File: src/sv/serial_command_line_parser_unit_assert.svh
// Assertion macros for the serial command line parser.
`ifndef SERIAL_COMMAND_LINE_PARSER_UNIT_ASSERT_SVH
`define SERIAL_COMMAND_LINE_PARSER_UNIT_ASSERT_SVH

`ifndef SYNTHESIS
// checked only outside reset
`define SCLP_ASSERT(label, clk, rst, prop) \
   label: assert property (@(posedge clk) disable iff (rst) prop) \
      else $error("sclp assertion failed");
// checked on every edge
`define SCLP_ASSERT_ALWAYS(label, clk, prop) \
   label: assert property (@(posedge clk) prop) \
      else $error("sclp assertion failed");
`else
`define SCLP_ASSERT(label, clk, rst, prop)
`define SCLP_ASSERT_ALWAYS(label, clk, prop)
`endif

`endif

File: src/sv/sclp_pkg.sv
package sclp_pkg;

   localparam int LINE_MAX     = 65;
   localparam int NUM_KEYWORDS = 10;
   localparam int KEYWORD_MAX  = 8;
   localparam int KW_IDX_W     = $clog2(KEYWORD_MAX);

   localparam int QUEUE_DEPTH = 4;
   localparam int QPTR_W      = $clog2(QUEUE_DEPTH);
   localparam int QCNT_W      = $clog2(QUEUE_DEPTH + 1);

   localparam logic [15:0] TIMEOUT_RESET = 16'd100;
   localparam logic [15:0] TICKS_MAX     = 16'hFFFF;
   localparam logic [5:0]  TOKENS_MAX    = 6'd63;
   localparam logic [6:0]  TOKLEN_MAX    = 7'd127;

   localparam logic [7:0] CH_NUL      = 8'h00;
   localparam logic [7:0] CH_TAB      = 8'h09;
   localparam logic [7:0] CH_LF       = 8'h0A;
   localparam logic [7:0] CH_CR       = 8'h0D;
   localparam logic [7:0] CH_SPACE    = 8'h20;
   localparam logic [7:0] CH_PRINT_LO = 8'h1F;
   localparam logic [7:0] CH_PRINT_HI = 8'h7F;
   localparam logic [7:0] CASE_DIFF   = 8'h20;

   localparam logic [1:0] STATUS_MATCH    = 2'd0;
   localparam logic [1:0] STATUS_UNKNOWN  = 2'd1;
   localparam logic [1:0] STATUS_BAD_CHAR = 2'd2;

   // first token tracking
   localparam logic [1:0] PHASE_BEFORE = 2'd0;
   localparam logic [1:0] PHASE_IN     = 2'd1;
   localparam logic [1:0] PHASE_DONE   = 2'd2;

   localparam logic [7:0] KW_TEXT [NUM_KEYWORDS][KEYWORD_MAX] = '{
      '{"t", "r", "a", "i", "n", 8'h00, 8'h00, 8'h00},
      '{"l", "o", "a", "d", 8'h00, 8'h00, 8'h00, 8'h00},
      '{"c", "l", "e", "a", "r", 8'h00, 8'h00, 8'h00},
      '{"v", "r", 8'h00, 8'h00, 8'h00, 8'h00, 8'h00, 8'h00},
      '{"r", "e", "c", "o", "r", "d", 8'h00, 8'h00},
      '{"s", "i", "g", "t", "r", "a", "i", "n"},
      '{"g", "e", "t", "s", "i", "g", 8'h00, 8'h00},
      '{"S", "e", "t", "t", "i", "n", "g", "s"},
      '{"t", "e", "s", "t", 8'h00, 8'h00, 8'h00, 8'h00},
      '{"h", "e", "l", "p", 8'h00, 8'h00, 8'h00, 8'h00}
   };

   localparam logic [6:0] KW_LEN [NUM_KEYWORDS] = '{
      7'd5, 7'd4, 7'd5, 7'd2, 7'd6, 7'd8, 7'd6, 7'd8, 7'd4, 7'd4
   };

   // classified input beat
   typedef struct packed {
      logic       tick;
      logic [7:0] data;
      logic       sep;      // tab, space, CR, LF
      logic       blank;    // tab, space
      logic       ok;       // printable or separator
      logic       newline;
   } beat_type;

   typedef struct packed {
      logic [1:0] status;
      logic [3:0] command_index;
      logic [5:0] token_count;
      logic [6:0] line_length;
   } rsp_type;

   // equal, or differing by 0x20 either way (mod 256)
   function automatic logic letter_eq(logic [7:0] b, logic [7:0] k);
      logic [7:0] d1;
      logic [7:0] d2;
      d1 = k - b;
      d2 = b - k;
      return (d1 == 8'h00) || (d1 == CASE_DIFF) || (d2 == CASE_DIFF);
   endfunction

endpackage

File: src/sv/sclp_front.sv
module sclp_front
   import sclp_pkg::*;
(
   input  logic       req_push,
   input  logic       req_mode,
   input  logic [7:0] req_data_byte,
   input  logic       q_full,
   output logic       q_push,
   output beat_type   q_beat
);

   logic is_nul;

   always_comb begin
      q_beat.tick    = req_mode;
      q_beat.data    = req_data_byte;
      q_beat.blank   = (req_data_byte == CH_TAB) || (req_data_byte == CH_SPACE);
      q_beat.newline = (req_data_byte == CH_LF);
      q_beat.sep     = q_beat.blank || q_beat.newline || (req_data_byte == CH_CR);
      q_beat.ok      = ((req_data_byte > CH_PRINT_LO) && (req_data_byte < CH_PRINT_HI))
                       || q_beat.sep;
   end

   // NUL bytes vanish here; they do not even restart the idle count
   assign is_nul = !req_mode && (req_data_byte == CH_NUL);
   assign q_push = req_push && !q_full && !is_nul;

endmodule

File: src/sv/sclp_queue.sv
module sclp_queue
   import sclp_pkg::*;
(
   input  logic     clock,
   input  logic     reset,
   input  logic     push,
   input  beat_type beat_in,
   input  logic     pop,
   output logic     full,
   output logic     valid,
   output beat_type beat_out
);

   beat_type            mem_ff [QUEUE_DEPTH];
   logic [QPTR_W-1:0]   wr_ptr_ff, wr_ptr_in;
   logic [QPTR_W-1:0]   rd_ptr_ff, rd_ptr_in;
   logic [QCNT_W-1:0]   count_ff, count_in;
   logic                do_push, do_pop;

   assign full     = (count_ff == QCNT_W'(QUEUE_DEPTH));
   assign valid    = (count_ff != '0);
   assign beat_out = mem_ff[rd_ptr_ff];
   assign do_push  = push && !full;
   assign do_pop   = pop && valid;

   always_comb begin
      wr_ptr_in = wr_ptr_ff;
      rd_ptr_in = rd_ptr_ff;
      count_in  = count_ff;
      if (do_push) begin
         wr_ptr_in = (wr_ptr_ff == QPTR_W'(QUEUE_DEPTH - 1)) ? '0 : wr_ptr_ff + 1'b1;
      end
      if (do_pop) begin
         rd_ptr_in = (rd_ptr_ff == QPTR_W'(QUEUE_DEPTH - 1)) ? '0 : rd_ptr_ff + 1'b1;
      end
      if (do_push && !do_pop) begin
         count_in = count_ff + 1'b1;
      end else if (do_pop && !do_push) begin
         count_in = count_ff - 1'b1;
      end
   end

   always_ff @(posedge clock) begin
      if (reset) begin
         wr_ptr_ff <= '0;
         rd_ptr_ff <= '0;
         count_ff  <= '0;
      end else begin
         wr_ptr_ff <= wr_ptr_in;
         rd_ptr_ff <= rd_ptr_in;
         count_ff  <= count_in;
      end
   end

   always_ff @(posedge clock) begin
      if (do_push) begin
         mem_ff[wr_ptr_ff] <= beat_in;
      end
   end

endmodule

File: src/sv/sclp_back.sv
`include "serial_command_line_parser_unit_assert.svh"

module sclp_back
   import sclp_pkg::*;
(
   input  logic        clock,
   input  logic        reset,
   input  logic        q_valid,
   input  beat_type    q_beat,
   output logic        q_pop,
   input  logic        csr_valid,
   input  logic [15:0] csr_wdata,
   output logic        rsp_empty,
   input  logic        rsp_pop,
   output rsp_type     rsp
);

   logic [15:0]             timeout_ff, timeout_in;
   logic [15:0]             idle_ff, idle_in;
   logic [6:0]              byte_count_ff, byte_count_in;
   logic                    bad_ff, bad_in;
   logic [5:0]              tokens_ff, tokens_in;
   logic                    inside_ff, inside_in;
   logic [1:0]              phase_ff, phase_in;
   logic [6:0]              ftl_ff, ftl_in;
   logic [NUM_KEYWORDS-1:0] flags_ff, flags_in;

   rsp_type                 out_mem_ff [2];
   logic                    out_wr_ff, out_wr_in;
   logic                    out_rd_ff, out_rd_in;
   logic [1:0]              out_cnt_ff, out_cnt_in;

   logic        out_full;
   logic        makes_rsp;
   logic        out_push;
   logic        out_pop;
   logic        clear;
   logic        feed;
   logic        found;
   logic        fresh_token;
   logic [15:0] idle_inc;
   logic [6:0]  bc_next;
   rsp_type     result;

   assign out_full  = (out_cnt_ff == 2'd2);
   assign makes_rsp = !q_beat.tick && q_beat.newline;
   assign q_pop     = q_valid && (!out_full || !makes_rsp);
   assign out_push  = q_pop && makes_rsp;
   assign out_pop   = rsp_pop && (out_cnt_ff != 2'd0);
   assign rsp_empty = (out_cnt_ff == 2'd0);
   assign rsp       = out_mem_ff[out_rd_ff];
   assign idle_inc  = (idle_ff == TICKS_MAX) ? idle_ff : idle_ff + 16'd1;
   assign bc_next   = byte_count_ff + 7'd1;

   // result of a newline beat; the newline itself leaves the line state unchanged
   always_comb begin
      found                = 1'b0;
      result.status        = bad_ff ? STATUS_BAD_CHAR : STATUS_UNKNOWN;
      result.command_index = 4'd0;
      result.token_count   = tokens_ff;
      result.line_length   = bc_next;
      for (int k = 0; k < NUM_KEYWORDS; k++) begin
         if (!found && flags_ff[k] && (KW_LEN[k] != 7'd0) && (KW_LEN[k] == ftl_ff)) begin
            found = 1'b1;
            if (!bad_ff) begin
               result.status        = STATUS_MATCH;
               result.command_index = 4'(k);
            end
         end
      end
   end

   always_comb begin
      timeout_in    = timeout_ff;
      idle_in       = idle_ff;
      byte_count_in = byte_count_ff;
      bad_in        = bad_ff;
      tokens_in     = tokens_ff;
      inside_in     = inside_ff;
      phase_in      = phase_ff;
      ftl_in        = ftl_ff;
      flags_in      = flags_ff;
      clear         = 1'b0;
      feed          = 1'b0;

      if (csr_valid) begin
         timeout_in = csr_wdata;
      end

      if (q_pop) begin
         if (q_beat.tick) begin
            if (idle_inc > timeout_ff) begin
               clear   = 1'b1;
               idle_in = 16'd0;
            end else begin
               idle_in = idle_inc;
            end
         end else begin
            idle_in = 16'd0;
            bad_in  = bad_ff || !q_beat.ok;

            if (!q_beat.sep) begin
               if (!inside_ff && (tokens_ff < TOKENS_MAX)) begin
                  tokens_in = tokens_ff + 6'd1;
               end
               inside_in = 1'b1;
            end else begin
               inside_in = 1'b0;
            end

            case (phase_ff)
               PHASE_BEFORE: begin
                  if (q_beat.blank) begin
                     phase_in = PHASE_BEFORE;
                  end else if (q_beat.sep) begin
                     phase_in = PHASE_DONE;
                  end else begin
                     phase_in = PHASE_IN;
                     feed     = 1'b1;
                  end
               end
               PHASE_IN: begin
                  if (q_beat.sep) begin
                     phase_in = PHASE_DONE;
                  end else begin
                     feed = 1'b1;
                  end
               end
               default: begin
                  phase_in = phase_ff;
               end
            endcase

            if (feed) begin
               for (int k = 0; k < NUM_KEYWORDS; k++) begin
                  if (!((ftl_ff < 7'(KEYWORD_MAX)) && (ftl_ff < KW_LEN[k]) &&
                        letter_eq(q_beat.data, KW_TEXT[k][ftl_ff[KW_IDX_W-1:0]]))) begin
                     flags_in[k] = 1'b0;
                  end
               end
               if (ftl_ff < TOKLEN_MAX) begin
                  ftl_in = ftl_ff + 7'd1;
               end
            end

            if (q_beat.newline) begin
               clear = 1'b1;
            end else begin
               byte_count_in = bc_next;
               if (bc_next >= 7'(LINE_MAX)) begin
                  clear = 1'b1;
               end
            end
         end

         if (clear) begin
            byte_count_in = 7'd0;
            bad_in        = 1'b0;
            tokens_in     = 6'd0;
            inside_in     = 1'b0;
            phase_in      = PHASE_BEFORE;
            ftl_in        = 7'd0;
            flags_in      = '1;
         end
      end
   end

   always_comb begin
      out_wr_in  = out_push ? !out_wr_ff : out_wr_ff;
      out_rd_in  = out_pop ? !out_rd_ff : out_rd_ff;
      out_cnt_in = out_cnt_ff;
      if (out_push && !out_pop) begin
         out_cnt_in = out_cnt_ff + 2'd1;
      end else if (out_pop && !out_push) begin
         out_cnt_in = out_cnt_ff - 2'd1;
      end
   end

   always_ff @(posedge clock) begin
      if (reset) begin
         timeout_ff    <= TIMEOUT_RESET;
         idle_ff       <= 16'd0;
         byte_count_ff <= 7'd0;
         bad_ff        <= 1'b0;
         tokens_ff     <= 6'd0;
         inside_ff     <= 1'b0;
         phase_ff      <= PHASE_BEFORE;
         ftl_ff        <= 7'd0;
         flags_ff      <= '1;
         out_wr_ff     <= 1'b0;
         out_rd_ff     <= 1'b0;
         out_cnt_ff    <= 2'd0;
      end else begin
         timeout_ff    <= timeout_in;
         idle_ff       <= idle_in;
         byte_count_ff <= byte_count_in;
         bad_ff        <= bad_in;
         tokens_ff     <= tokens_in;
         inside_ff     <= inside_in;
         phase_ff      <= phase_in;
         ftl_ff        <= ftl_in;
         flags_ff      <= flags_in;
         out_wr_ff     <= out_wr_in;
         out_rd_ff     <= out_rd_in;
         out_cnt_ff    <= out_cnt_in;
      end
   end

   always_ff @(posedge clock) begin
      if (out_push) begin
         out_mem_ff[out_wr_ff] <= result;
      end
   end

   assign fresh_token = (ftl_ff == 7'd0) && (flags_ff == '1);

   `SCLP_ASSERT(a_line_below_max, clock, reset, byte_count_ff < 7'(LINE_MAX))
   `SCLP_ASSERT(a_fresh_token_state, clock, reset, (phase_ff == PHASE_BEFORE) |-> fresh_token)
   `SCLP_ASSERT(a_out_bound, clock, reset, out_cnt_ff <= 2'd2)
   `SCLP_ASSERT(a_rsp_lands, clock, reset, out_push |=> !rsp_empty)

endmodule

File: src/sv/serial_command_line_parser_unit.sv
// A newline beat accepted at the port is registered in the beat queue and then in the
// result buffer before it shows on the rsp_ ports; it waits while the result side stalls.
// Throughput: one beat (byte or tick) per cycle, set by the back end's one update a cycle,
// while the result buffer has room; a full result buffer holds back newline beats.
// Reset: synchronous, active high; clears the line, the idle count and both
// queues, and sets idle_timeout to 100.
`include "serial_command_line_parser_unit_assert.svh"

module serial_command_line_parser_unit
   import sclp_pkg::*;
(
   input  logic        clock,
   input  logic        reset,
   // input beats
   input  logic        req_push,
   output logic        req_full,
   input  logic        req_mode,
   input  logic [7:0]  req_data_byte,
   // results
   output logic        rsp_empty,
   input  logic        rsp_pop,
   output logic [1:0]  rsp_status,
   output logic [3:0]  rsp_command_index,
   output logic [5:0]  rsp_token_count,
   output logic [6:0]  rsp_line_length,
   // idle_timeout register
   input  logic        csr_valid,
   output logic        csr_ready,
   input  logic [15:0] csr_wdata
);

   // front -> queue -> back
   logic     q_push;
   logic     q_full;
   logic     q_valid;
   logic     q_pop;
   beat_type front_beat;
   beat_type head_beat;
   rsp_type  rsp;

   // assertion helpers
   logic     req_taken;
   logic     status_legal;
   logic     no_match_shown;

   // the register must be written only while the block is quiet, unchecked; always take it
   assign csr_ready = 1'b1;
   assign req_full  = q_full;

   // front end: classify each byte, drop NUL bytes
   sclp_front u_front (
      .req_push      (req_push),
      .req_mode      (req_mode),
      .req_data_byte (req_data_byte),
      .q_full        (q_full),
      .q_push        (q_push),
      .q_beat        (front_beat)
   );

   // short decoupling queue so either side can stall alone
   sclp_queue u_queue (
      .clock    (clock),
      .reset    (reset),
      .push     (q_push),
      .beat_in  (front_beat),
      .pop      (q_pop),
      .full     (q_full),
      .valid    (q_valid),
      .beat_out (head_beat)
   );

   // back end: line state, keyword match, result register
   sclp_back u_back (
      .clock     (clock),
      .reset     (reset),
      .q_valid   (q_valid),
      .q_beat    (head_beat),
      .q_pop     (q_pop),
      .csr_valid (csr_valid),
      .csr_wdata (csr_wdata),
      .rsp_empty (rsp_empty),
      .rsp_pop   (rsp_pop),
      .rsp       (rsp)
   );

   assign rsp_status        = rsp.status;
   assign rsp_command_index = rsp.command_index;
   assign rsp_token_count   = rsp.token_count;
   assign rsp_line_length   = rsp.line_length;

   assign req_taken      = req_push && !req_full && (req_mode || (req_data_byte != CH_NUL));
   assign status_legal   = (rsp_status == STATUS_MATCH) || (rsp_status == STATUS_UNKNOWN) ||
                           (rsp_status == STATUS_BAD_CHAR);
   assign no_match_shown = !rsp_empty && (rsp_status != STATUS_MATCH);

   // a beat taken at the port either enters the queue or was a NUL byte
   `SCLP_ASSERT(a_accept_enqueues, clock, reset, req_taken |-> q_push)
   // a shown result carries one of the three status codes
   `SCLP_ASSERT(a_status_code, clock, reset, !rsp_empty |-> status_legal)
   // only a matched line carries a command index
   `SCLP_ASSERT(a_index_only_on_match, clock, reset, no_match_shown |-> (rsp_command_index == 4'd0))

endmodule

File: config.mk
export PLATFORM = sky130hd
export DESIGN_NAME = serial_command_line_parser_unit
export DESIGN_NICKNAME = d
export VERILOG_FILES = /design/src/sv/sclp_pkg.sv /design/src/sv/sclp_front.sv /design/src/sv/sclp_queue.sv /design/src/sv/sclp_back.sv /design/src/sv/serial_command_line_parser_unit.sv
export VERILOG_INCLUDE_DIRS = /design/src /design/src/sv
export SDC_FILE = /design/constraint.sdc
export NUM_CORES = 1
export LEC_CHECK = 0
export BUFFER_PORTS_ARGS = -buffer_cell sky130_fd_sc_hd__buf_2
export CAP_MARGIN = 30
export CORE_UTILIZATION = 35
export CTS_CLUSTER_SIZE = 28
export DETAILED_ROUTE_END_ITERATION = 7
export GPL_ROUTABILITY_DRIVEN = 0
export PLACE_DENSITY = 0.61
export SETUP_SLACK_MARGIN = 0.02
export SYNTH_ARGS = -nofsm -noshare
export SYNTH_HDL_FRONTEND = slang
export SYNTH_SLANG_ARGS = --single-unit
File: constraint.sdc
create_clock -name clock -period 5 [get_ports clock]
set_input_delay 0.5 -clock clock [delete_from_list [all_inputs] [get_ports clock]]
set_output_delay 0.5 -clock clock [all_outputs]
set_load 0.01 [all_outputs]
Word-level counts from Yosys, hierarchy flattened
Memories as Yosys holds them, arrays and structs flattened. A register that Yosys moved wholly into a read port is not among the register bits.
Index checks and enable logic that the tools add are counted.
{"block": "totals", "regBits": 77, "mem_bits_rw": 90, "romBits": 640, "n_memories": 12}
{"block": "classes", "addsub": 30, "order_cmp": 12, "eq_ne": 49, "muxes": 111, "n_bitwise": 1, "reduce_logical": 133}
{"name": "(no name shown)", "depth": 8, "word_bits": 8, "rd": 1, "rd_clocked_by_memory_dff": 0, "write_ports": 0, "line_no": "sclp_back.sv:137", "text": "letter_eq(q_beat.data, KW_TEXT[k][ftl_ff[KW_IDX_W-1:0]]))) begin"}
{"name": "(no name shown)", "depth": 8, "word_bits": 8, "rd": 1, "rd_clocked_by_memory_dff": 0, "write_ports": 0, "line_no": "sclp_back.sv:137"}
{"name": "(no name shown)", "depth": 8, "word_bits": 8, "rd": 1, "rd_clocked_by_memory_dff": 0, "write_ports": 0, "line_no": "sclp_back.sv:137"}
{"name": "(no name shown)", "depth": 8, "word_bits": 8, "rd": 1, "rd_clocked_by_memory_dff": 0, "write_ports": 0, "line_no": "sclp_back.sv:137"}
{"name": "(no name shown)", "depth": 8, "word_bits": 8, "rd": 1, "rd_clocked_by_memory_dff": 0, "write_ports": 0, "line_no": "sclp_back.sv:137"}
{"name": "(no name shown)", "depth": 8, "word_bits": 8, "rd": 1, "rd_clocked_by_memory_dff": 0, "write_ports": 0, "line_no": "sclp_back.sv:137"}
{"name": "6 more memories"}
{"op": "$eq A8 B6 Y1 const B", "count": 21}
{"op": "$mux W8", "count": 20}
{"op": "$sub A8 B8 Y8", "count": 20}
{"op": "$mux W6", "count": 24}
{"op": "$logic_not A8 Y1", "count": 11}
{"op": "$reduce_and A4 Y1", "count": 13}
{"op": "$mux W7", "count": 7}
{"op": "$logic_and A1 B1 Y1", "count": 48}
{"op": "$mux W16", "count": 3}
{"op": "$mux W1", "count": 38}
{"op": "$mux W10", "count": 3}
{"op": "$logic_or A1 B1 Y1", "count": 26}
{"op": "$ne A2 B2 Y1 const B", "count": 13}
{"op": "$eq A8 B4 Y1 const B", "count": 3}
{"op": "$mux W2", "count": 12}
{"op": "$logic_not A1 Y1", "count": 23}
{"op": "$eq A3 B7 Y1 const A", "count": 3}
{"op": "$lt A7 B3 Y1 const B", "count": 3}
{"op": "$add A16 B1 Y16 const B", "count": 1}
{"op": "$eq A16 B16 Y1 const B", "count": 1}
{"op": "$gt A16 B16 Y1", "count": 1}
{"op": "$add A7 B1 Y7 const B", "count": 2}
{"op": "$reduce_bool A2 Y1", "count": 6}
{"op": "$gt A8 B5 Y1 const B", "count": 1}
{"op": "26 further kinds", "count": 33}

Longest topological paths before layout
{"block": "depth", "ltp_word": 39, "ltp_mapped": 17, "mapped_depth_nobuf": 14}

Modules after synthesis
Synthesis repeated with hierarchy kept, for this count alone.
{"block": "unflattened", "cells_unflattened": 1279, "hier_area_um2": 12001.5}
{"mod": "sclp_back", "instances": 1, "cells_each": 1131, "area_per_inst_um2": 9416.5}
{"mod": "sclp_queue", "instances": 1, "cells_each": 117, "area_per_inst_um2": 2363.5}
{"mod": "sclp_front", "instances": 1, "cells_each": 29, "area_per_inst_um2": 210.2}
{"mod": "serial_command_line_parser_unit", "instances": 1, "cells_each": 2, "area_per_inst_um2": 11.3}

Least setup slack after synthesis
No wires, ideal clock.
{"block": "synth_timing", "path_type": "reg-to-reg", "from": "reg u_back.idle_ff[4]", "to": "reg u_back.byte_count_ff[0]", "setup_time_ns": 0.128, "t_arrival_ns": 3.793, "required_time_ns": 4.872, "path_slack_ns": 1.079, "path_stages_with_launch": 16, "period_less_slack_ns": 3.921, "path_cell_list": "dfxtp_1 -> nand4_1 -> or3_1 -> nor3_1 -> nand3_1 -> mux2_2 -> ha_1 -> nand4_1 -> nor4_1 -> a21boi_0 -> o31ai_2 -> a21o_1 -> buf_4 -> o21ai_2 -> clkbuf_1 -> nor2_1"}
{"block": "synth_via", "elab_chain_len": 8, "elab_cells_between_ends": 11, "classes_between": "add/sub (1); order compare (1); eq/ne (3); mux (5); reduce/logical (1)"}
{"item": "start, declared", "line_no": "sclp_back.sv:19", "text": "logic [15:0] idle_ff, idle_in;"}
{"item": "start signal, assigned", "line_no": "sclp_back.sv:195", "text": "idle_ff <= idle_in;"}
{"item": "$add A16 B1 Y16 or $eq A16 B16 Y1 (tied branches)", "line_no": "sclp_back.sv:52", "text": "assign idle_inc = (idle_ff == TICKS_MAX) ? idle_ff : idle_ff + 16'd1;"}
{"item": "$mux W16 (*)", "line_no": "sclp_back.sv:52"}
{"item": "$gt A16 B16 Y1 (*)", "line_no": "sclp_back.sv:92", "text": "if (idle_inc > timeout_ff) begin"}
{"item": "$mux W1 (*)", "line_no": "sclp_back.sv:92"}
{"item": "$mux W1 (*)", "line_no": "sclp_back.sv:91", "text": "if (q_beat.tick) begin"}
{"item": "$mux W1 (*)", "line_no": "sclp_back.sv:90", "text": "if (q_pop) begin"}
{"item": "$ne A2 B2 Y1 (no source line)"}
{"item": "$reduce_and A3 Y1 (no source line)"}
{"item": "end signal, assigned", "line_no": "sclp_back.sv:196", "text": "byte_count_ff <= byte_count_in;"}
{"item": "end, declared", "line_no": "sclp_back.sv:20", "text": "logic [6:0] byte_count_ff, byte_count_in;"}
Mark *: on every way between the ends. The rest lies on a longest branch, timed or not. The select of a mux whose other input is x is not followed.
A chain may end at the register's enable or synchronous reset.

Worst setup path in the final report
{"block": "layout_timing", "from": "reg u_back.idle_ff[4]", "to": "reg u_back.tokens_ff[5]"}
{"block": "layout_via", "elab_chain_len": 8, "elab_cells_between_ends": 12, "classes_between": "add/sub (1); order compare (1); eq/ne (3); mux (5); reduce/logical (2)"}
{"item": "$add A16 B1 Y16 or $eq A16 B16 Y1 (tied branches)", "line_no": "sclp_back.sv:52"}
{"item": "$mux W16 (*)", "line_no": "sclp_back.sv:52"}
{"item": "$gt A16 B16 Y1 (*)", "line_no": "sclp_back.sv:92"}
{"item": "$mux W1 (*)", "line_no": "sclp_back.sv:92"}
{"item": "$mux W1 (*)", "line_no": "sclp_back.sv:91"}
{"item": "$mux W1 (*)", "line_no": "sclp_back.sv:90"}
{"item": "$ne A2 B2 Y1 (no source line) or $reduce_bool A2 Y1 (tied branches)"}
{"item": "$reduce_and A4 Y1 (no source line)"}
{"item": "end signal, assigned", "line_no": "sclp_back.sv:198", "text": "tokens_ff <= tokens_in;"}
{"item": "end, declared", "line_no": "sclp_back.sv:22", "text": "logic [5:0] tokens_ff, tokens_in;"}
Marks and branches as above.

==> summary.md <==
| Metric | Value |
|---|---|
| Effective utilization at floorplan | 0.360 |
| Post-Syn Instances | between 1000 and 1500 |
| Chip Width | roughly 190 um |
| Clock insertion delay at the later pin of the skew report | 440 ps |
| Max-slew violations | 0 |
| Fraction of registers with async set or reset after synthesis | 0 |
| Global-route wire length before repair | 49.2 mm |
| Violation count after the first detailed-route iteration | 709 |
| Largest net degree at the start of global routing | 56 |
| Die height | 189 um |
| Logic pwr share | 0.601 |
| Avg Vias per Cell | 5.45 |
| Pwr Total | 8.08 mW |
| R2r setup slk | 430 ps |
| DRC violations left | 0 |
| Sequential fraction of the synthesis area | 0.353 |
| Maximum clock frequency | approximately 220 MHz |
| Top FF cell, synth | edfxtp_1 |
| CP startpoint kind | flop |
| Syn avg cell area | 9.38 um2 |
| Flop pwr share | 0.235 |
| RSZ-0062 raised after global routing | false |
| Pre-Repair DR Iteration Count | 5 |
| Peak VDD IR | 0.242 mV |
| Longest Clk Path Bufs | 2 |
| P_int | between 4 and 5 mW |
| PortBufs | 50 |
| Initial antenna violation count | 0 |
| Vias in the first global route | a little over 9000 |
| Cell Area, Synth | 12200 um2 |
| M1 GR Usage | 0.244 |
| Wire per inst | approximately 17 um |
| Total Routing Usage GR | 0.173 |
| Switch share | 0.463 |
| Fillers | 3381 |
| Post-synthesis register bit count | between 150 and 200 |
| Root Driver | clkbuf_16 |
| Share of the synthesized area in the top cell type | 0.222 |
| Final worst slack | 425 ps |
| Synth cell types | 85 |
| Die ar. | about 36000 um2 |
| Reg clk slew, reported paths | 80 ps |
| Final Skew | 11.6 ps |
| Syn nets | 1469 |
| Area occupied by registers | 4300 um2 |
| Grt ovf | 0 |
| Syn. warnings | 0 |
| DRT Wirelength | 30.4 mm |
| Post-synth EDFFs | 90 |
| IO Pins | 52 |
| Clock sink count | 170 |
| Final layout net count | 1511 |
| H-tree depth | 4 |
| Hold Path Class | in -> reg |
| Critical Path AT | between 4000 and 5000 ps |
| # Max-Cap Violations | 0 |
| Period utilization | 0.915 |
| Met2 GRT Util | 0.272 |
| HPWL after DPL | around 22 mm |
| Most area-consuming cells after synthesis | edfxtp_1 (22%), ha_1 (14%), dfxtp_1 (13%) |
| WHS | 290 ps |
| Core box area | about 34000 um2 |
| R2R Path End | u_back.tokens_ff[5] |
| Slew headroom | 0.479 |
| Post-Place Cells | 1770 |
| Hold Fails Final Rpt | 0 |
| Final setup vio count | 0 |
| Grt peak-use layer | met2 |
| Post-route ant nets | 0 |
| # rows | 67 |
| Clk pwr share | 0.164 |
| CTS tree | built |
| Setup CP Type | reg -> reg |
| Critical path fanouts, max | 11 |
| PD cells | 596 nW/um2 |
| Antenna diodes | 0 |
| Area grow syn2layout | 11.2% |
| WHS Endpoint | u_back.timeout_ff[1] |
| Worst Reg-to-Reg Cells | 13 |
| Minimum clock period after layout | 4570 ps |
| Setup TNS | 0 ps |
| Hold Startpoint | csr_wdata[1] |
| Vias | 9822 |
| Final non-filler cell area | approximately 14000 um2 |
| TritonCTS Buffers | 17 |
| Non-Filler Instances | approximately 1800 |
| Hold_buf cts | 0 |
| Cell taking the most area after synthesis | edfxtp_1 |
| Req. time, crit path | between 5000 and 6000 ps |
| Slew @ Worst Pin | a little under 800 ps |
| Reg-to-Reg Start | u_back.idle_ff[4] |
| Outcome | completed |
| Met3 global-route usage | 0.0244 |
| Leakage | 5.38 nW |
| Util after Layout | 0.400 |
| Share of cells above drive strength 1 | 0.128 |
| Switching power | between 3 and 4 mW |
| Place WS | between 200 and 300 ps |
| Placed cell areas | 12900 um2 |
| Area of the multi-input gates | around 7200 um2 |
| Hold path depth | 3 |
| Setup crit end kind | flop |
## cells in the final DEF, fill, tap and decap left out, types with 12 or more instances in the layout
master / Yosys / routed
o21ai_0: 49 / 49
nand2b_1: 19 / 19
o21a_1: 14 / 14
edfxtp_1: 90 / 90
xnor2_1: 35 / 35
clkbuf_16: 0 / 17
xor2_1: 21 / 21
nand4_1: 16 / 16
or3_1: 26 / 26
nor3_1: 43 / 41
a21oi_1: 84 / 84
nor2b_1: 18 / 18
nand2_1: 89 / 89
a211oi_1: 13 / 13
nand3_1: 30 / 30
and2_1: 12 / 12
nor4_1: 14 / 13
buf_2: 6 / 50
buf_4: 3 / 27
a22oi_1: 13 / 13
inv_1: 93 / 93
or2_2: 13 / 13
nor2_1: 118 / 118
dfxtp_1: 80 / 80
ha_1: 135 / 135
mux2i_1: 30 / 30
o211ai_1: 13 / 13
mux2_2: 26 / 26
## how the worst max path moves through the flow
stage / startpoint / to / slack (ps) / depth (start not counted)
finish: u_back.idle_ff[4] / u_back.tokens_ff[5] / 430 / 13
global route: u_back.idle_ff[4] / u_back.tokens_ff[5] / 150 / 13
CTS: u_back.idle_ff[4] / u_back.tokens_ff[5] / 240 / 13
detailed placement: u_back.idle_ff[4] / u_back.tokens_ff[5] / 290 / 13
global placement: u_back.idle_ff[4] / u_back.tokens_ff[5] / 430 / 13
floorplan: u_back.idle_ff[4] / u_back.byte_count_ff[0] / 1080 / 15
## power by group through the flow
stage / Clock, mW / Sequential (mW) / Combinational (mW)
2_1_floorplan: 0 / 1.84 / 3.71
3_3_place_gp: 0 / 1.93 / 4.68
3_5_place_dp: 0 / 1.94 / 4.75
4_1_cts: 1.35 / 1.91 / 4.78
5_1_grt: 1.40 / 1.93 / 5.40
6_report: 1.32 / 1.89 / 4.86
## Yosys cell counts, types with 6 or more instances
cell type and number:
a211o_1 6, a211oi_1 13, a21o_1 9, a21oi_1 84, a221oi_1 9, a22oi_1 13
a31oi_1 7, and2_1 12, and3_1 9, buf_2 6, buf_6 7, clkbuf_1 35
dfxtp_1 80, edfxtp_1 90, ha_1 135, inv_1 93, mux2_2 26, mux2i_1 30
mux4_1 6, mux4_2 7, nand2_1 89, nand2b_1 19, nand3_1 30, nand4_1 16
nor2_1 118, nor2b_1 18, nor3_1 43, nor3b_1 8, nor4_1 14, o2111ai_1 8
o211ai_1 13, o21a_1 14, o21ai_0 49, o31ai_1 9, or2_2 13, or3_1 26
or4_1 6, xnor2_1 35, xor2_1 21
## state kept, by name, indices dropped and copies added (netlist names), named ones only
register and cells:
u_queue.mem_ff 52, u_back.out_mem_ff 38, u_back.idle_ff 16, u_back.timeout_ff 16, u_back.flags_ff 10, u_back.byte_count_ff 7
u_back.ftl_ff 7, u_back.tokens_ff 6, u_queue.count_ff 3, u_back.out_cnt_ff 2, u_back.phase_ff 2, u_queue.rd_ptr_ff 2
u_queue.wr_ptr_ff 2, u_back.bad_ff 1, u_back.inside_ff 1, u_back.out_rd_ff 1, u_back.out_wr_ff 1
## cells by family after synthesis
| logic type | share of synthesized area |
|---|---|
| AND/OR/NAND/NOR | 0.177 |
| buffers and inverters | 0.0544 |
| flip-flops | 0.353 |
| adder cells (fa/ha/maj) | 0.145 |
| XOR/XNOR | 0.0402 |
| AO/OA/AOI/OAI | 0.155 |
| multiplexers | 0.0745 |
| other | 0.000307 |
## critical path, cell delays in order, from the launching register on
cell and delay [ps]:
dfxtp_1 450, nand4_1 200, or3_1 470, nor3_2 340, nand3_1 120, mux2_2 300
ha_1 290, nand4_1 170, nor4_2 420, a21boi_0 340, o31a_1 340, o211ai_1 320
or4_1 590, a21oi_1 140
## layer usage
layer	vias up	wire [um]
met2	247	13700
met1	4723	14800
met3	24	1280
met5	-	0
met4	0	591
li1	4828	-
## area by class of cell
cell class / instances / area share
clock buffer: 17 / 0.0314
tap: 448 / 0.0414
sequential: 170 / 0.318
multi-input combinational: 981 / 0.534
clock inverter: 15 / 0.0138
timing repair buffer: 78 / 0.0354
inverter: 94 / 0.0260
## repair_timing
| item | CTS | global route |
|---|---|---|
| resized for setup | 0 | 2 |
| hold endpoints to repair | 0 | 0 |
| buffers inserted | 0 | 0 |
| endpoints found under the setup margin | 0 | 4 |
Power figures use the tool's default switching activity.
